### config.mk
export PLATFORM = sky130hd
export DESIGN_NAME = ghf_chain
export DESIGN_NICKNAME = d
export VERILOG_FILES = /design/src/rtl/core/ghf_cell.sv /design/src/rtl/core/ghf_chain.sv
export SDC_FILE = /design/constraint.sdc
export NUM_CORES = 1
export LEC_CHECK = 0
export BUFFER_PORTS_ARGS = -buffer_cell sky130_fd_sc_hd__buf_2
export CAP_MARGIN = 20
export CORE_MARGIN = 4
export CORE_UTILIZATION = 52
export CTS_BUF_LIST = sky130_fd_sc_hd__clkbuf_8
export CTS_CLUSTER_DIAMETER = 100
export DETAILED_ROUTE_END_ITERATION = 6
export GPL_ROUTABILITY_DRIVEN = 1
export HOLD_SLACK_MARGIN = 0.12
export PLACE_DENSITY = 0.68
export SLEW_MARGIN = 0
export SYNTH_ARGS = -nofsm -noshare
export SYNTH_HDL_FRONTEND = slang
export SYNTH_SLANG_ARGS = --single-unit
### constraint.sdc
create_clock -name aclk -period 0.87 [get_ports aclk]
set_clock_uncertainty 0.15 [all_clocks]
set_input_delay 0.0435 -clock aclk [delete_from_list [all_inputs] [get_ports aclk]]
set_output_delay 0.0435 -clock aclk [all_outputs]
set_load 0.01 [all_outputs]
### src/rtl/core/ghf_cell.sv
// one chain cell: holds the left-column and right-column entries of one row slot
module ghf_cell #(
    parameter int EW = 18
) (
    input  logic          aclk,
    input  logic          shift_en,
    input  logic [EW-1:0] l_in,
    input  logic [EW-1:0] r_in,
    output logic [EW-1:0] l_q,
    output logic [EW-1:0] r_q
);

    logic [EW-1:0] l_reg;
    logic [EW-1:0] r_reg;

    // take the neighbour's entries on every shift
    always_ff @(posedge aclk) begin
        if (shift_en) begin
            l_reg <= l_in;
            r_reg <= r_in;
        end
    end

    assign l_q = l_reg;
    assign r_q = r_reg;

endmodule

### src/rtl/core/ghf_chain.sv
// row of cells carrying the finished previous column and the old current column
module ghf_chain #(
    parameter int MAX_ROWS = 64,
    parameter int EW       = 18
) (
    input  logic          aclk,
    input  logic          shift_en,
    input  logic [EW-1:0] l_in,
    input  logic [EW-1:0] r_in,
    output logic [EW-1:0] l_head,
    output logic [EW-1:0] r_head,
    output logic [EW-1:0] r_next
);

    logic [EW-1:0] l_tap [MAX_ROWS+1];
    logic [EW-1:0] r_tap [MAX_ROWS+1];

    assign l_tap[MAX_ROWS] = l_in;
    assign r_tap[MAX_ROWS] = r_in;

    // cell i takes from cell i+1, the tail from the inputs
    for (genvar i = 0; i < MAX_ROWS; i++) begin : g_cell
        ghf_cell #(
            .EW(EW)
        ) u_cell (
            .aclk    (aclk),
            .shift_en(shift_en),
            .l_in    (l_tap[i+1]),
            .r_in    (r_tap[i+1]),
            .l_q     (l_tap[i]),
            .r_q     (r_tap[i])
        );
    end

    assign l_head = l_tap[0];
    assign r_head = r_tap[0];
    assign r_next = r_tap[1];

endmodule

Word level (Yosys, flattened, before mapping) --
Index checks and enable logic that the tools add are counted.
Word-level totals: register bits 2304, input port bits 38, output and inout bits 54

Depth between registers and ports, before layout --
Gate-level depths: netlist of the first run.
depth in word-level cells 0, depth in mapped cells 0, depth with buffers taken out 0

Modules after synthesis --
A second synthesis of the first run with hierarchy kept.
Unflattened totals: cells, all modules 2304, area, all modules 69186.4 um^2
By module, submodules not included:
- ghf_cell | times used 64, cells an instance 36, area an instance 1081.0 um^2

Worst setup path before layout of the first run --
OpenSTA, ideal clock, no wires.
kind flip-flop to flip-flop, start register g_cell[1].u_cell.r_reg[0], end register g_cell[0].u_cell.r_reg[0] (data pin), library setup time 0.288 ns, data arrival time 0.403 ns, data required time 0.432 ns, path slack 0.028 ns, stages on the path, launching flop included 1, period minus slack after synthesis 0.842 ns, path through edfxtp_1
RTL lines:
- from (decl) | RTL line ghf_cell.sv:14 | logic [EW-1:0] r_reg;
- from (signal assigned) | RTL line ghf_cell.sv:20 | r_reg <= r_in;
- to (signal assigned) | RTL line ghf_cell.sv:20
- to (decl) | RTL line ghf_cell.sv:14
No word-level cell between the ends.

Worst setup path in the final report of the first run --
start register g_cell[1].u_cell.r_reg[16], end output port r_next[16]
RTL lines:
- to (decl) | RTL line ghf_chain.sv:12 | output logic [EW-1:0] r_next
No word-level cell between the ends.

==> impl_metrics.env, run 1 <==
export IMPL_status="complete, but fails checks"
export IMPL_violations="setup timing"
export IMPL_place_inst=4342
export IMPL_cpPeakStageDelay_ns=0.39
export IMPL_p_int_w=0.173
export IMPL_path_buf_inv=1
export IMPL_antenna_found_initial=2
export IMPL_p_seq_share_pct=60.9
export IMPL_layout_setup_ws_ns=-0.827
export IMPL_avgSynthCellArea_um2=30.0
export IMPL_endpoint="r_next[16]"
export IMPL_top_signal_layer_used="met4"
export IMPL_dieArea_um2=139000
export IMPL_htreeDepth=5
export IMPL_r2r_worst_path_cells=2
export IMPL_routed_wl_mm=77.8
export IMPL_cp_num_cells=1
export IMPL_finalCriticalPeriod_ns=1.70
export IMPL_reg2reg_to="g_cell[0].u_cell.r_q[4]"
export IMPL_vias=23560
export IMPL_cts_tree="done"
export IMPL_relSlewSlack_pct=37.7
export IMPL_syn_to_final_growth_pct=17.4
export IMPL_irDropWorstVdd_mv=1.94
export IMPL_instances_no_fill=5053
export IMPL_post_route_drc_count=0
export IMPL_mappedNetlistArea_um2=69200
export IMPL_power_leakage_nw=28.1
export IMPL_utilization_pct=61.6
export IMPL_first_pass_iters=4
export IMPL_end_kind="primary output"
export IMPL_worst_setup_path_type="reg2out"
export IMPL_row_count=133
export IMPL_die_height_um=373
export IMPL_clockPowerShare_pct=37.4
export IMPL_hold_path_class="in2reg"
export IMPL_synth_edf_count=2304
export IMPL_cp_required_ns=0.68
export IMPL_max_cap_viol_count=0
export IMPL_vias_per_cell=4.66
export IMPL_rsz0062_at_grt="true"
export IMPL_setup_viol=2370
export IMPL_combPwrFrac_pct=1.7
export IMPL_crit_start="g_cell[1].u_cell.r_q[16]"
export IMPL_gr_usage_all_layers_pct=11.4
export IMPL_start_util_pct=52.5
export IMPL_slew_viol_final=0
export IMPL_drive_above_1_share_pct=21.6
export IMPL_die_w_um=373
export IMPL_r2r_slack_ns=-0.14
export IMPL_finalCritPeriodShare_pct=195
export IMPL_drt_iter0_drc=1730
export IMPL_hold_violations=0
export IMPL_switchingPower_w=0.0417
export IMPL_synthArstFlopShare_pct=0
export IMPL_portBuffers=91
export IMPL_ant_nets=0
export IMPL_comb_multi_input_count=0
export IMPL_synth_top_cell_by_area="edfxtp_1"
export IMPL_cts_root_buf="clkbuf_8"
export IMPL_synth_top_area_share_pct=100
export IMPL_ys_types=1
export IMPL_synth_cells=2304
export IMPL_synth_most_common_cell="edfxtp_1"
export IMPL_syn_num_nets=2342
export IMPL_startpoint_type="flop"
export IMPL_core_area_um2=132000
export IMPL_ys_ff_latch=2304
export IMPL_gp_congestion=0.668
export IMPL_fillers=8801
export IMPL_p_per_area_nw_per_um2=2650
export IMPL_max_freq_ghz=0.589
export IMPL_cts_buffers=363
export IMPL_dp_slack_ns=-0.460
export IMPL_wl_met2_mm=35.8
export IMPL_r2r_start="g_cell[1].u_cell.r_q[4]"
export IMPL_crit_chain="buf_2"
export IMPL_whs_path_depth=3
export IMPL_nets=3078
export IMPL_clock_sinks=2304
export IMPL_grt_remaining_overflow=0
export IMPL_critical_path_slowest_cell="edfxtp_1"
export IMPL_worstSkewPairLatency_ns=0.97
export IMPL_cts_buffer_depth=4
export IMPL_worst_ep_arrival_time_ns=1.50
export IMPL_wl_per_cell_um=15.4
export IMPL_yosys_warnings=0
export IMPL_clkTransAtPathRegs_ns=0.06
export IMPL_grt_pass1_wl_mm=129
export IMPL_drt_met1_wl_mm=36.0
export IMPL_critical_path_top_delay_family="flip-flops"
export IMPL_grt_pass1_vias=25035
export IMPL_seq_area_um2=69200
export IMPL_synth_flop_cell="edfxtp_1"
export IMPL_power_total_w=0.215
export IMPL_grt_start_max_net_pins=61
export IMPL_ys_seq_area_share_pct=100
export IMPL_hpwl_mm=38.3
export IMPL_multiInputGateArea_um2=0
export IMPL_wl_met3_mm=4.33
export IMPL_synth_common_cells="edfxtp_1"
export IMPL_worstMarginPinSlew_ns=0.931
export IMPL_synth_area_top_cells="edfxtp_1"
export IMPL_p_sw_share_pct=19.4
export IMPL_cp_max_fo=2
export IMPL_tns_ns=-1224.16
export IMPL_design_portCount=92
## kinds of logic (layout without fill, tap and decap cells)
kind of cell,after synthesis,count (layout),share of synthesized area [%]
other,0,1,0
flip-flops,2304,2304,100
buffers and inverters,0,993,0
## layout by cell type, fill, tap and decap left out
| master | instances |
|---|---|
| clkinvlp_4 | 4 |
| inv_1 | 105 |
| diode_2 | 1 |
| clkinv_1 | 103 |
| clkinv_4 | 2 |
| inv_6 | 2 |
| clkbuf_8 | 369 |
| edfxtp_1 | 2304 |
| buf_12 | 51 |
| buf_2 | 87 |
| dlygate4sd3_1 | 74 |
| clkinv_2 | 24 |
| bufinv_16 | 12 |
| buf_4 | 153 |
| buf_6 | 6 |
| inv_8 | 1 |
## area by class of cell
cell class / count / area share [%]
Sequential cell: 2304 / 85.2
Tap cell: 1755 / 2.70
Clock buffer: 369 / 6.25
Clock inverter: 253 / 1.65
Timing Repair Buffer: 371 / 4.20
Antenna cell: 1 / 0.00308
## worst min-delay path by stage
stage | startpoint | end | slack [ns]
2_1_floorplan | l_in[0] | g_cell[63].u_cell.l_q[0] | -0.008
3_5_place_dp | r_in[16] | g_cell[63].u_cell.r_q[16] | 0.07
3_3_place_gp | r_in[11] | g_cell[63].u_cell.r_q[11] | 0.07
6_report | l_in[13] | g_cell[63].u_cell.l_q[13] | 0.15
4_1_cts | r_in[3] | g_cell[63].u_cell.r_q[3] | -0.009
5_1_grt | r_in[17] | g_cell[63].u_cell.r_q[17] | 0.05
## through the flow
stage	hold slack, ns	area [um2]
final	0.149	81200
after global routing	0.0486	81200
after CTS	-0.00933	81100
after detailed placement	0.0716	73900
after global placement	0.0721	73900
after floorplan	-0.00763	69200
## power by group through the flow
stage | combinational, W | clock, W | sequential [W]
floorplan | 0 | 0 | 0.133
global placement | 0.00314 | 0 | 0.133
detailed placement | 0.00341 | 0 | 0.133
CTS | 0.00366 | 0.0843 | 0.131
global route | 0.00398 | 0.0903 | 0.131
finish | 0.00361 | 0.0805 | 0.131
## sequential cells by signal (all words and copies together) (netlist names)
register and cells:
g_cell.u_cell.r_q 1152, g_cell.u_cell.l_q 1152
## worst reg2reg max path, cell delays in order (launching register included)
cell	delay, ns
edfxtp_1	0.38
buf_4	0.15
buf_6	0.10
## timing repair
item | CTS | global route
hold buffers | 73 | 2
gates resized for setup | 4 | 5
setup buffers | 7 | 7
setup endpoints to repair | 58 | 2367
endpoints found under the hold margin | 2340 | 2325
pin swaps | 0 | 0
## layer usage
| metal | vias up | GRT usage (%) |
|---|---|---|
| met5 | - | 0 |
| met4 | 0 | 4.79 |
| met3 | 179 | 4.15 |
| met2 | 496 | 16.4 |
| met1 | 11850 | 16.0 |
| li1 | 11035 | - |
No activity file was read; power rests on OpenSTA's default activity.
==> inputs of run 2 (changes only) <==
==> constraint.sdc (replaced) <==
create_clock -name aclk -period 0.87 [get_ports aclk]
set_clock_uncertainty 0.15 [all_clocks]
set_input_delay 0.174 -clock aclk [delete_from_list [all_inputs] [get_ports aclk]]
set_output_delay 0.174 -clock aclk [all_outputs]
set_load 0.01 [all_outputs]
==> run 2 against run 1 <==
Effect of this change: the flow finishes with violations (hold timing, setup timing); largest power group unchanged; total power decreased by 1.6%; worst hold slack got worse by 0.69 ns; critical path depth unchanged; combinational power shrank 6.6%; cell area down 0.83%; global-route usage decreased by 0.29 points; sequential power hardly changed; largest cell class unchanged; register-to-register slack improved by 0.09 ns; count of clock-buffer cells in the layout fell by 5; first-iteration DRC count decreased by 6.6%.
==> impl_metrics.env, run 2 (synthesis results as in run 1) <==
export IMPL_status="complete, but fails checks"
export IMPL_violations="hold timing, setup timing"
export IMPL_vias_per_cell=4.66
export IMPL_globalRouteMet2Util_pct=15.9
export IMPL_cp_max_fo=1
export IMPL_p_sw_share_pct=19.7
export IMPL_cts_tree="done"
export IMPL_startpoint_type="flop"
export IMPL_cts_buffers=359
export IMPL_dieArea_um2=139000
export IMPL_utilization_pct=61.1
export IMPL_nets=3023
export IMPL_r2r_slack_ns=-0.05
export IMPL_routed_wl_mm=76.5
export IMPL_met3_usage_pct=4.11
export IMPL_max_cap_viol_count=0
export IMPL_fillers=8868
export IMPL_met1_usage_pct=15.5
export IMPL_row_count=133
export IMPL_p_seq_share_pct=61.8
export IMPL_critical_path_slowest_cell="edfxtp_1"
export IMPL_cts_buffer_depth=4
export IMPL_portBuffers=91
export IMPL_grt_pass1_vias=24634
export IMPL_layout_setup_ws_ns=-1.01
export IMPL_vias=23377
export IMPL_finalCriticalPeriod_ns=1.88
export IMPL_cpPeakStageDelay_ns=0.46
export IMPL_tns_ns=-341.18
export IMPL_gr_usage_all_layers_pct=11.1
export IMPL_die_height_um=373
export IMPL_power_leakage_nw=27.7
export IMPL_setup_viol=625
export IMPL_drive_above_1_share_pct=19.9
export IMPL_rsz0062_at_grt="true"
export IMPL_grt_remaining_overflow=0
export IMPL_slew_viol_final=0
export IMPL_core_area_um2=132000
export IMPL_relSlewSlack_pct=56.0
export IMPL_end_kind="primary output"
export IMPL_clock_sinks=2304
export IMPL_clockPowerShare_pct=36.6
export IMPL_post_route_drc_count=0
export IMPL_antenna_found_initial=2
export IMPL_cp_required_ns=0.55
export IMPL_hpwl_mm=35.9
export IMPL_layout_commonest_cell="edfxtp_1"
export IMPL_grt_start_max_net_pins=65
export IMPL_start_util_pct=52.5
export IMPL_hold_ws_ns=-0.540
export IMPL_worstSkewPairLatency_ns=0.98
export IMPL_path_buf_inv=1
export IMPL_power_total_w=0.212
export IMPL_combPwrFrac_pct=1.6
export IMPL_htreeDepth=5
export IMPL_grt_pass1_wl_mm=126
export IMPL_multiInputGateArea_um2=0
export IMPL_design_portCount=92
export IMPL_hold_path_class="in2reg"
export IMPL_seq_area_um2=69200
export IMPL_die_w_um=373
export IMPL_crit_chain="buf_2"
export IMPL_grt_busiest_layer="met2"
export IMPL_p_int_w=0.170
export IMPL_syn_to_final_growth_pct=16.4
export IMPL_ant_nets=0
export IMPL_wl_per_cell_um=15.3
export IMPL_drt_iter0_drc=1616
export IMPL_max_freq_ghz=0.532
export IMPL_critical_path_top_delay_family="flip-flops"
export IMPL_worstMarginPinSlew_ns=0.657
export IMPL_most_common_layout_cells="edfxtp_1, clkbuf_8, inv_1"
export IMPL_irDropWorstVdd_mv=1.64
export IMPL_hold_violations=1604
export IMPL_finalCritPeriodShare_pct=216
export IMPL_p_per_area_nw_per_um2=2630
export IMPL_worst_ep_arrival_time_ns=1.56
export IMPL_comb_multi_input_count=0
export IMPL_switchingPower_w=0.0417
export IMPL_first_pass_iters=5
export IMPL_clkTransAtPathRegs_ns=0.06
export IMPL_gp_congestion=0.675
export IMPL_worst_setup_path_type="reg2out"
export IMPL_cts_root_buf="clkbuf_8"
[run 2: final timing paths]
check | from | end | cells after the start
worst max register to register | g_cell[1].u_cell.r_q[6] | g_cell[0].u_cell.r_q[6] | 1
worst max-delay path | g_cell[0].u_cell.l_q[11] | l_head[11] | 1
worst min register to register | g_cell[51].u_cell.r_q[12] | g_cell[50].u_cell.r_q[12] | 0
worst min-delay path | shift_en | g_cell[54].u_cell.l_q[9] | 1
[run 2: layer usage]
layer  vias up  part of all wire [%]  wire, um
met4         0                   2.4      1810
li1      10951                     -         -
met5         -                     0         0
met3       171                   5.9      4510
met2       503                    46     35000
met1     11752                    46     35100
[run 2: through the flow]
stage          hold slack [ns]  std cells  area [um2]  setup slack [ns]
6_report                -0.540       5012       80500             -1.01
4_1_cts                 -0.585       5002       80500             -1.14
3_3_place_gp             0.201       4286       73400            -0.539
2_1_floorplan            0.123       2304       69200            0.0283
3_5_place_dp             0.202       4286       73400            -0.557
5_1_grt                 -0.677       5012       80500             -1.13
[run 2: area by class of cell]
| type | instances | area share (%) |
|---|---|---|
| clock inverter | 266 | 1.44 |
| sequential | 2304 | 85.9 |
| clock buffer | 364 | 6.22 |
| antenna | 3 | 0.00932 |
| tap | 1755 | 2.73 |
| timing repair buffer | 320 | 3.70 |
[run 2: what timing repair did]
action                                  CTS  global route
hold buffers                             79            11
endpoints found under the hold margin  2340          2298
gates resized for setup                   0             4
setup endpoints to repair                57           638
buffers inserted                          7             4
[run 2: power groups by stage]
stage / sequential [W] / combinational, W / clock, W
floorplan: 0.133 / 0 / 0
CTS: 0.131 / 0.00343 / 0.0813
global placement: 0.133 / 0.00293 / 0
detailed placement: 0.133 / 0.00317 / 0
finish: 0.131 / 0.00337 / 0.0774
global route: 0.131 / 0.00372 / 0.0872
