<file path="config.mk">
export PLATFORM = sky130hd
export DESIGN_NAME = ghf_min_unit
export DESIGN_NICKNAME = d
export VERILOG_FILES = /design/src/rtl/core/ghf_pkg.sv /design/src/rtl/core/ghf_min_unit.sv
export SDC_FILE = /design/constraint.sdc
export NUM_CORES = 1
export LEC_CHECK = 0
export BUFFER_PORTS_ARGS = -buffer_cell sky130_fd_sc_hd__buf_2
export CAP_MARGIN = 20
export CELL_PAD_IN_SITES_DETAIL_PLACEMENT = 0
export CELL_PAD_IN_SITES_GLOBAL_PLACEMENT = 2
export CORE_ASPECT_RATIO = 1.75
export CORE_MARGIN = 5
export CORE_UTILIZATION = 28
export DETAILED_ROUTE_END_ITERATION = 6
export PLACE_DENSITY_LB_ADDON = 0.2
export SLEW_MARGIN = 10
export SYNTH_ARGS = -nofsm -noshare
export SYNTH_HDL_FRONTEND = slang
export SYNTH_SLANG_ARGS = --single-unit
</file>
<file path="constraint.sdc">
create_clock -name vclk -period 11.9
set_input_delay 0 -clock vclk [all_inputs]
set_output_delay 0 -clock vclk [all_outputs]
set_load 0.01 [all_outputs]
</file>
<file path="src/rtl/core/ghf_pkg.sv">
// shared types, codes and defaults of the height grid hole filler
package ghf_pkg;

    // default sizes
    localparam int DEF_MAX_ROWS    = 64;
    localparam int DEF_MAX_COLS    = 64;
    localparam int DEF_HEIGHT_BITS = 16;

    // fixed field widths
    localparam int CMD_W     = 2;
    localparam int IDX_W     = 6;
    localparam int IO_H_W    = 16;
    localparam int CFG_W     = 7;
    localparam int CFG_IDX_W = 1;

    // command codes
    localparam logic [CMD_W-1:0] CMD_LOAD = 2'd0;
    localparam logic [CMD_W-1:0] CMD_FILL = 2'd1;
    localparam logic [CMD_W-1:0] CMD_READ = 2'd2;

    // register indexes
    localparam logic [CFG_IDX_W-1:0] REG_ROWS = 1'b0;
    localparam logic [CFG_IDX_W-1:0] REG_COLS = 1'b1;

    // result kinds
    localparam logic KIND_READ = 1'b0;
    localparam logic KIND_FILL = 1'b1;

    // which neighbours take part in a cell update
    typedef struct packed {
        logic left;
        logic right;
        logic top;
        logic bottom;
    } nb_mask_t;

    // one result item
    typedef struct packed {
        logic              kind;
        logic [IO_H_W-1:0] height;
        logic              valid;
        logic              any;
    } out_item_t;

    // control sequencer states
    typedef enum logic [2:0] {
        ST_CLEAR,
        ST_IDLE,
        ST_COPY,
        ST_SWEEP,
        ST_CHECK,
        ST_DECIDE,
        ST_DONE
    } state_t;

endpackage

</file>
<file path="src/rtl/core/ghf_min_unit.sv">
// minimum-of-neighbours update of one hole cell
module ghf_min_unit #(
    parameter int HEIGHT_BITS = 16
) (
    input  logic [HEIGHT_BITS:0] cur,
    input  logic [HEIGHT_BITS:0] left,
    input  logic [HEIGHT_BITS:0] right,
    input  logic [HEIGHT_BITS:0] top,
    input  logic [HEIGHT_BITS:0] bottom,
    input  ghf_pkg::nb_mask_t    mask,
    output logic [HEIGHT_BITS:0] upd,
    output logic                 changed
);
    import ghf_pkg::*;

    logic [HEIGHT_BITS:0]          nb [4];
    logic [3:0]                    use_nb;
    logic                          v;
    logic signed [HEIGHT_BITS-1:0] h;

    assign nb[0]  = left;
    assign nb[1]  = right;
    assign nb[2]  = top;
    assign nb[3]  = bottom;
    assign use_nb = {mask.bottom, mask.top, mask.right, mask.left};

    // neighbours in order left, right, top, bottom; ties are no change
    always_comb begin
        v       = cur[HEIGHT_BITS];
        h       = signed'(cur[HEIGHT_BITS-1:0]);
        changed = 1'b0;
        for (int i = 0; i < 4; i++) begin
            if (use_nb[i] && nb[i][HEIGHT_BITS] &&
                (!v || signed'(nb[i][HEIGHT_BITS-1:0]) < h)) begin
                h       = signed'(nb[i][HEIGHT_BITS-1:0]);
                v       = 1'b1;
                changed = 1'b1;
            end
        end
        upd = {v, h};
    end

endmodule

</file>
# Yosys cells after proc, flatten, opt, wreduce, memory -nomap -nowiden
# Index checks and enable logic that the tools add are counted.
[totals] register_bits=0 latchBits=0 ramBits=0 romBits=0 inputBits=89 out_inout_bits=18 word_cells=32 n_memories=0
[classes] add_sub_neg=0 n_mul=0 div=0 magnitude_cmp=4 n_eq_ne=0 shift=0 mux=12 bitwise=0 reduce_logical=16
[ops] cell="16-bit less-than comparator" n=4
[ops] cell="16-bit 2-to-1 mux" n=4
[ops] cell="1-bit logical AND" n=8
[ops] cell="1-bit 2-to-1 mux" n=8
[ops] cell="1-bit zero test" n=4
[ops] cell="1-bit logical OR" n=4

# Logic depth before layout (Yosys ltp)
# Gate-level depths: netlist (run 1).
[depth] ltp_word=16 mapped_depth=42 ltp_nobuf=35

# Worst setup path after synthesis (run 1)
# No wires, ideal clock.
[synth_path] path_kind="input to output" startpoint="input port cur[7]" endpoint="output port upd[10]" arrival_ns=8.906 t_required_ns=11.900 path_slack_ns=2.994 path_stages=42 path_buffers=7 cell_sequence="inv_1 > ha_1 > a21oi_1 > nand3_1 > a2111o_1 > or3_1 > buf_2 > nand2_1 > clkbuf_1 > a311oi_1 > ha_1 > a21oi_1 > o21ai_0 > a31oi_1 > o311ai_0 > or2_2 > clkbuf_1 > clkbuf_1 > [... 6 more ...] > o311ai_0 > a311o_1 > a21oi_1 > o21a_1 > buf_2 > o31a_1 > ha_1 > a21o_1 > a21o_1 > a21o_1 > a21oi_1 > o21ai_0 > nor4_1 > o31ai_1 > a221o_1 > buf_4 > buf_4 > mux2i_1"
[synth_via] elab_chain_len=16 word_cells_on_any_way=22 cone_classes="order compare (4); mux (7); reduce/logical (11)"
[synth_rtl] element="start, declared" line="ghf_min_unit.sv:5" rtl="input logic [HEIGHT_BITS:0] cur,"
[synth_rtl] element="16-bit less-than comparator" line="ghf_min_unit.sv:34" rtl="(!v || signed'(nb[i][HEIGHT_BITS-1:0]) < h)) begin"
[synth_rtl] element="1-bit logical OR" line="ghf_min_unit.sv:34"
[synth_rtl] element="1-bit logical AND" line="ghf_min_unit.sv:33" rtl="if (use_nb[i] && nb[i][HEIGHT_BITS] &&"
[synth_rtl] element="16-bit 2-to-1 mux / 1-bit 2-to-1 mux (equally long branches)" line="ghf_min_unit.sv:33"
[synth_rtl] element="16-bit less-than comparator / 1-bit zero test (equally long branches)" line="ghf_min_unit.sv:34"
[synth_rtl] element="1-bit logical OR" line="ghf_min_unit.sv:34"
[synth_rtl] element="1-bit logical AND" line="ghf_min_unit.sv:33"
[synth_rtl] element="16-bit 2-to-1 mux / 1-bit 2-to-1 mux (equally long branches)" line="ghf_min_unit.sv:33"
[synth_rtl] element="16-bit less-than comparator / 1-bit zero test (equally long branches)" line="ghf_min_unit.sv:34"
[synth_rtl] element="1-bit logical OR" line="ghf_min_unit.sv:34"
[synth_rtl] element="1-bit logical AND" line="ghf_min_unit.sv:33"
[synth_rtl] element="16-bit 2-to-1 mux / 1-bit 2-to-1 mux (equally long branches)" line="ghf_min_unit.sv:33"
[synth_rtl] element="16-bit less-than comparator / 1-bit zero test (equally long branches)" line="ghf_min_unit.sv:34"
[synth_rtl] element="1-bit logical OR" line="ghf_min_unit.sv:34"
[synth_rtl] element="1-bit logical AND" line="ghf_min_unit.sv:33"
[synth_rtl] element="16-bit 2-to-1 mux (*)" line="ghf_min_unit.sv:33"
[synth_rtl] element="end, declared" line="ghf_min_unit.sv:11" rtl="output logic [HEIGHT_BITS:0] upd,"
# Every way passes the cells marked *; elsewhere a longest branch is shown, timed or not.

# Worst setup path in the final report (run 1)
[layout_path] startpoint="input port cur[7]" endpoint="output port upd[0]"
# Same word-level chain as after synthesis.

==> flow_summary.json, run 1 <==
{
  "gp_congestion": 0.841,
  "drt_iter0_markers": 85,
  "overflow": 0,
  "fin_crit_sh": 0.853,
  "dieArea_mm2": 0.0128,
  "critical_path_class": "in -> out",
  "synth_top_area_frac": 0.253,
  "start_util": 0.287,
  "synth_area_mm2": 0.00297,
  "cts_resized": 0,
  "crit_top_cell": "a21o_1",
  "drive_gt1_frac": 0.270,
  "synth_seq_area_share": 0,
  "arrival_ns": 10.15,
  "crit_path_end_kind": "output port",
  "first_pass_iters": 4,
  "antenna_left": 0,
  "tightestPinTransition_ns": 0.937,
  "setup_viol_count_final": 0,
  "synth.top_cells.by_count": "ha_1 (60), inv_1 (33), nand3_1 (25), nor3_1 (25), o21ai_0 (23)",
  "nFlopsAndLatches": 0,
  "synthMostInstantiatedCell": "ha_1",
  "dp.cells": 631,
  "port_buffers": 107,
  "core_area_mm2": 0.0104,
  "drv_slew": 0,
  "final_cells": 631,
  "nFillCells": 1132,
  "critPathTopFamily": "compound AO/OA/AOI/OAI gates",
  "n_antenna_cell": 0,
  "postCtsSetupBuffers": 0,
  "dp_slack_ns": 1.64,
  "holdBufCountCts": 0,
  "cp_slowest_cell": "a221o_1",
  "max_stage_delay_ns": 0.70,
  "nClkBuffers": 0,
  "fin_crit_ns": 10.15,
  "rows": 49,
  "yosys_warnings": 0,
  "slew_headroom": 0.375,
  "nets": 655,
  "startpoint_type": "input port",
  "post_drt_wl_per_cell_um": 17.5,
  "grt_max_degree": 31,
  "areaGrowthSynthToFinish_pct": 21.9,
  "antenna_found_initial": 0,
  "final.setup.worst_slack_ns": 1.75,
  "seq_area_um2": 0,
  "netlist_instances": 413,
  "ys_types": 46,
  "outcome": "completed",
  "hold_class": "in -> out",
  "hpwl_um": 9730,
  "clock.fmax_mhz": 98.6,
  "cap_violations": 0,
  "cp.required_ns": 11.90,
  "syn_avg_cell_area_um2": 7.19,
  "ys_top_cells_by_area": "ha_1 (25%), mux2i_1 (5.4%), and4_1 (4.7%)",
  "synth_nets": 562,
  "p_leak_nw": 1.85,
  "routed_via_density": 5.55,
  "grt_pass1_vias": 3818,
  "via_count": 3503,
  "io-pin-count": 107,
  "grt_use_total": 0.168,
  "die_x_um": 87.9,
  "drcViolationCount": 0,
  "fin_setup_tns_ns": 0,
  "power_density_mw_per_mm2": 58.7,
  "crit_fanout": 17,
  "vdd_ir_drop_max_mv": 0.0263,
  "hold_viol": 0,
  "die_y_um": 146,
  "cp_num_buf_inv": 4,
  "synth_top_area_cell": "ha_1",
  "wl_um": 11000,
  "grt_pass1_wl_um": 17900,
  "rsz0062_at_grt": "false"
}
[through the flow]
stage | power, mW | util | hold slack, ns | cell area, µm²
after floorplan | 0.142 | - | 0.122 | 2970
after global placement | 0.213 | 0.349 | 0.327 | 3620
after detailed placement | 0.215 | 0.349 | 0.330 | 3620
after CTS | 0.216 | 0.349 | 0.330 | 3620
after global routing | 0.240 | 0.349 | 0.356 | 3620
final | 0.213 | 0.349 | 0.326 | 3620
[tightest hold or removal path: cells and delay by family]
kind                   cells  cell delay, ns
buffers and inverters      3            0.28
multiplexers               1            0.05
[cell type report]
class / instances / area [µm²] / share of cell area
Inverter: 34 / 128 / 0.0352
Tap cell: 127 / 159 / 0.0439
Multi-Input combinational cell: 355 / 2740 / 0.756
Timing Repair Buffer: 115 / 596 / 0.164
[final timing paths]
kind                   from      to  slack (ns)  cells after the start
hold / removal    bottom[4]  upd[4]        0.33                      4
setup / recovery     cur[7]  upd[0]        1.75                     38
[kinds of logic (layout without fill, tap and decap cells)]
kind of cell             count (synthesis)  in the layout  synth area share
AO/OA/AOI/OAI                          141            141             0.350
adder cells (fa/ha/maj)                 60             60             0.253
buffers and inverters                   58            149            0.0779
multiplexers                            17             17            0.0577
AND/OR/NAND/NOR                        137            137             0.262
[routing by layer]
metal / wire [µm] / vias up / global-route usage
li1: - / 1797 / -
met1: 4150 / 1617 / 0.176
met2: 6310 / 75 / 0.355
met3: 395 / 14 / 0.00564
met4: 189 / 0 / 0.0261
met5: 0 / - / 0
[where the power goes]
part / switching, mW / internal [mW] / total, mW / leakage (nW)
clock network: 0 / 0 / 0 / 0
registers: 0 / 0 / 0 / 0
logic: 0.119 / 0.0941 / 0.213 / 1.85
total: 0.119 / 0.0941 / 0.213 / 1.85
[cell usage in the layout, fill, tap and decap left out, types with 2 or more instances in the layout]
master / synthesis / routed
mux2i_1: 16 / 16
nor4_1: 2 / 2
a21oi_1: 18 / 18
or2_2: 17 / 17
inv_1: 33 / 33
nand2b_1: 3 / 3
o31ai_1: 4 / 4
and2_1: 2 / 2
nand3_1: 25 / 25
a21o_1: 14 / 14
nor2b_1: 2 / 2
nand4_1: 8 / 8
o311ai_0: 2 / 2
o31a_1: 16 / 16
a21boi_0: 16 / 16
a2111oi_0: 2 / 2
nor2_1: 13 / 13
ha_1: 60 / 60
and4_1: 16 / 16
o211ai_1: 17 / 17
nand2_1: 15 / 15
or3_1: 3 / 3
a2111o_1: 3 / 3
buf_2: 2 / 107
o21ai_0: 23 / 23
nor3_1: 25 / 25
buf_4: 3 / 8
a31oi_1: 3 / 3
a311oi_1: 15 / 15
Power figures use the tool's default switching activity.
==> inputs of run 2 (changes only) <==
--- a/config.mk
+++ b/config.mk
@@ -10,10 +10,11 @@
 export CELL_PAD_IN_SITES_DETAIL_PLACEMENT = 0
 export CELL_PAD_IN_SITES_GLOBAL_PLACEMENT = 2
 export CORE_ASPECT_RATIO = 1.75
-export CORE_MARGIN = 5
+export CORE_MARGIN = 3
 export CORE_UTILIZATION = 28
 export DETAILED_ROUTE_END_ITERATION = 6
 export PLACE_DENSITY_LB_ADDON = 0.2
+export RECOVER_POWER = 100
 export SLEW_MARGIN = 10
 export SYNTH_ARGS = -nofsm -noshare
 export SYNTH_HDL_FRONTEND = slang
==> run 2 against run 1 <==
Compared with the run above: routed wire length decreased by 1.1%; via count about the same; utilization decreased by 0.11 points; first-iteration DRC count decreased by 4.7%; clock-buffer cell count unchanged; combinational power decreased by 3%; non-clock buffer count decreased by 1; critical endpoint unchanged; largest cell class unchanged.
==> flow_summary.json, run 2 (synthesis gave the netlist of run 1 again) <==
{
  "max_stage_delay_ns": 0.71,
  "hold-worst-slack_ns": 0.320,
  "grt_use_total": 0.175,
  "first_pass_iters": 4,
  "drive_gt1_frac": 0.239,
  "grt_pass1_vias": 3702,
  "power_mw": 0.207,
  "drv_slew": 0,
  "postCtsSetupBuffers": 0,
  "antenna_left": 0,
  "clock.fmax_mhz": 93.8,
  "drcViolationCount": 0,
  "outcome": "completed",
  "startpoint": "cur[15]",
  "die_y_um": 142,
  "areaGrowthSynthToFinish_pct": 20.8,
  "fin_crit_sh": 0.896,
  "crit_fanout": 17,
  "grt_pass1_wl_um": 17600,
  "hold_viol": 0,
  "routed_via_density": 5.56,
  "wl_um": 10900,
  "cp.required_ns": 11.90,
  "port_buffers": 107,
  "cp_num_buf_inv": 4,
  "arrival_ns": 10.67,
  "rows": 49,
  "drt_iter0_markers": 81,
  "hold_start": "bottom[5]",
  "slew_headroom": 0.353,
  "start_util": 0.288,
  "crit_path_end_kind": "output port",
  "die_x_um": 83.9,
  "tightestPinTransition_ns": 0.970,
  "layout_common_cells": "buf_2 (93), ha_1 (60), inv_1 (33), nor3_1 (26), nand3_1 (25)",
  "n_antenna_cell": 0,
  "seq_area_um2": 0,
  "core_area_mm2": 0.0103,
  "holdBufCountCts": 0,
  "vdd_ir_drop_max_mv": 0.0234,
  "startpoint_type": "input port",
  "p_leak_nw": 1.81,
  "cap_violations": 0,
  "fin_setup_tns_ns": 0,
  "fin_util": 0.348,
  "antenna_found_initial": 0,
  "dieArea_mm2": 0.0119,
  "fin_crit_ns": 10.67,
  "dp.cells": 630,
  "hpwl_um": 9660,
  "via_count": 3505,
  "final_common_cell": "buf_2",
  "hold_class": "in -> out",
  "overflow": 0,
  "cts_resized": 0,
  "post_drt_wl_per_cell_um": 17.3,
  "final_cells": 630,
  "rsz0062_at_grt": "false",
  "nClkBuffers": 0,
  "crit_top_cell": "a21o_1",
  "nets": 654,
  "gp_congestion": 0.823,
  "power_density_mw_per_mm2": 57.7,
  "critPathTopFamily": "compound AO/OA/AOI/OAI gates",
  "critical_path_class": "in -> out",
  "cp_slowest_cell": "a221o_1",
  "grt_max_degree": 31,
  "setup_viol_count_final": 0,
  "nFlopsAndLatches": 0,
  "io-pin-count": 107
}
==> run 2: changes by cell type in the layout (fill, tap and decap cells not counted) <==
| cell | before | now |
|---|---|---|
| nor3_1 | 25 | 26 |
| and2_0 | 0 | 1 |
| nor3_2 | 1 | 0 |
| buf_2 | 107 | 93 |
| clkbuf_2 | 0 | 1 |
| buf_4 | 8 | 6 |
| and2_1 | 2 | 1 |
| clkbuf_1 | 0 | 14 |
==> run 2: routing by layer <==
| metal | vias up | wire length, µm | GRT usage |
|---|---|---|---|
| met5 | - | 0 | 0 |
| met1 | 1621 | 4120 | 0.178 |
| met3 | 12 | 391 | 0.0168 |
| li1 | 1805 | - | - |
| met2 | 67 | 6250 | 0.379 |
| met4 | 0 | 160 | 0.0229 |
==> run 2: area by class of cell <==
class | count | area, µm²
fillers | 1183 | 6710
multi-input cells | 355 | 2730
repair buffers | 114 | 568
well taps | 127 | 159
inverters | 34 | 128
==> run 2: worst paths after layout <==
path / depth (start not counted) / endpoint / slack, ns
worst min-delay path: 4 / upd[5] / 0.32
worst max-delay path: 38 / upd[0] / 1.23
==> run 2: tightest hold or removal path, stage by stage <==
cell      delay [ns]
buf_2           0.10
inv_1           0.04
mux2i_1         0.05
clkbuf_1        0.12
==> run 2: through the flow <==
step                area, µm²  setup slack, ns
floorplan                2970             2.99
global placement         3610             1.61
detailed placement       3610             1.43
CTS                      3610             1.43
global route             3590            0.269
finish                   3590             1.23
==> run 2: power breakdown <==
group	internal [mW]	switching, mW
clock	0	0
sequential	0	0
combinational	0.0901	0.117
==> inputs of run 3 (changes only) <==
--- a/config.mk
+++ b/config.mk
@@ -10,11 +10,12 @@
 export CELL_PAD_IN_SITES_DETAIL_PLACEMENT = 0
 export CELL_PAD_IN_SITES_GLOBAL_PLACEMENT = 2
 export CORE_ASPECT_RATIO = 1.75
-export CORE_MARGIN = 3
+export CORE_MARGIN = 5
 export CORE_UTILIZATION = 28
 export DETAILED_ROUTE_END_ITERATION = 6
 export PLACE_DENSITY_LB_ADDON = 0.2
 export RECOVER_POWER = 100
+export REMOVE_ABC_BUFFERS = 1
 export SLEW_MARGIN = 10
 export SYNTH_ARGS = -nofsm -noshare
 export SYNTH_HDL_FRONTEND = slang
==> run 3 against run 2 <==
Compared with the run above: routed wire length shrank 0.61%; flip-flop and latch count stayed put; total power is 0.79% higher; fmax rose by 5.2%; non-clock buffer count is the same.
==> flow_summary.json, run 3 (synthesis gave the netlist of run 1 again) <==
{
  "grt_use_total": 0.165,
  "critPathTopFamily": "compound AO/OA/AOI/OAI gates",
  "topRoutingLayerUsed": "met4",
  "routed_via_density": 5.54,
  "via_count": 3491,
  "hold_viol": 0,
  "grt_max_degree": 31,
  "fin_util": 0.347,
  "crit_top_cell": "a21o_1",
  "crit_path_end_kind": "output port",
  "hpwl_um": 9540,
  "tightestPinTransition_ns": 0.943,
  "grt_pass1_wl_um": 17500,
  "cap_violations": 0,
  "max_stage_delay_ns": 0.70,
  "antenna_left": 0,
  "arrival_ns": 10.14,
  "drive_gt1_frac": 0.237,
  "fin_crit_ns": 10.14,
  "design_area_mm2": 0.00359,
  "antenna_found_initial": 0,
  "p_clk_frac": 0,
  "die_y_um": 146,
  "first_pass_iters": 4,
  "power_density_mw_per_mm2": 58.1,
  "nFlopsAndLatches": 0,
  "cp.required_ns": 11.90,
  "layout_common_cells": "buf_2 (91), ha_1 (60), inv_1 (33), nand3_1 (25), nor3_1 (25)",
  "io-pin-count": 107,
  "critical_path_class": "in -> out",
  "cts_resized": 0,
  "postCtsSetupBuffers": 0,
  "final_common_cell": "buf_2",
  "dr_wl_met2_um": 6290,
  "start_util": 0.287,
  "nets": 654,
  "setup_viol_count_final": 0,
  "cp_slowest_cell": "a221o_1",
  "gp_congestion": 0.818,
  "areaGrowthSynthToFinish_pct": 21.0,
  "slew_headroom": 0.371,
  "grt_pass1_vias": 3673,
  "place_area_mm2": 0.00361,
  "cp_num_buf_inv": 4,
  "switching_share": 0.566,
  "combPwrFrac": 1.000,
  "post_drt_wl_per_cell_um": 17.2,
  "wl_um": 10900,
  "overflow": 0,
  "outcome": "completed",
  "crit_fanout": 17,
  "vdd_ir_drop_max_mv": 0.0185,
  "n_antenna_cell": 0,
  "rsz0062_at_grt": "false",
  "holdBufCountCts": 0,
  "fin_crit_sh": 0.852,
  "dieArea_mm2": 0.0128,
  "drt_iter0_markers": 78,
  "wl_met3_um": 414,
  "seq_area_um2": 0,
  "p_leak_nw": 1.80,
  "power_mw": 0.209,
  "drcViolationCount": 0,
  "hold_class": "in -> out",
  "die_x_um": 87.9,
  "pwr-share-seq": 0,
  "fin_setup_tns_ns": 0,
  "startpoint_type": "input port",
  "drv_slew": 0,
  "hold-worst-slack_ns": 0.323,
  "clock.fmax_mhz": 98.7,
  "core_area_mm2": 0.0104,
  "rows": 49,
  "power_switching_mw": 0.118,
  "internal-power_mw": 0.0906,
  "wl_met1_um": 4060,
  "port_buffers": 107,
  "nClkBuffers": 0
}
-- run 3: final cells by class --
cell class / instances / area (µm²)
fill: 1151 / 6770
inverter: 34 / 128
multi-input combinational: 355 / 2740
tap: 127 / 159
timing repair buffer: 114 / 568
-- run 3: final timing paths --
kind                    from  endpoint  cells after the start  slack [ns]
setup / recovery      cur[7]    upd[0]                     38        1.76
hold / removal    bottom[13]   upd[13]                      4        0.32
-- run 3: per-layer routing --
layer  up-vias  track usage
met3        10      0.00451
met2        93        0.350
met5         -            0
met1      1584        0.177
met4         0       0.0131
li1       1804            -
-- run 3: through the flow --
stage,worst slack [ns],cells
floorplan,2.41,389
global placement,1.90,630
detailed placement,1.67,630
CTS,1.66,630
global route,0.746,630
finish,1.76,630
-- run 3: power by group through the flow --
stage	combinational, mW	clock [mW]	sequential, mW
final	0.209	0	0
after global routing	0.239	0	0
after floorplan	0.137	0	0
after CTS	0.215	0	0
after global placement	0.214	0	0
after detailed placement	0.214	0	0
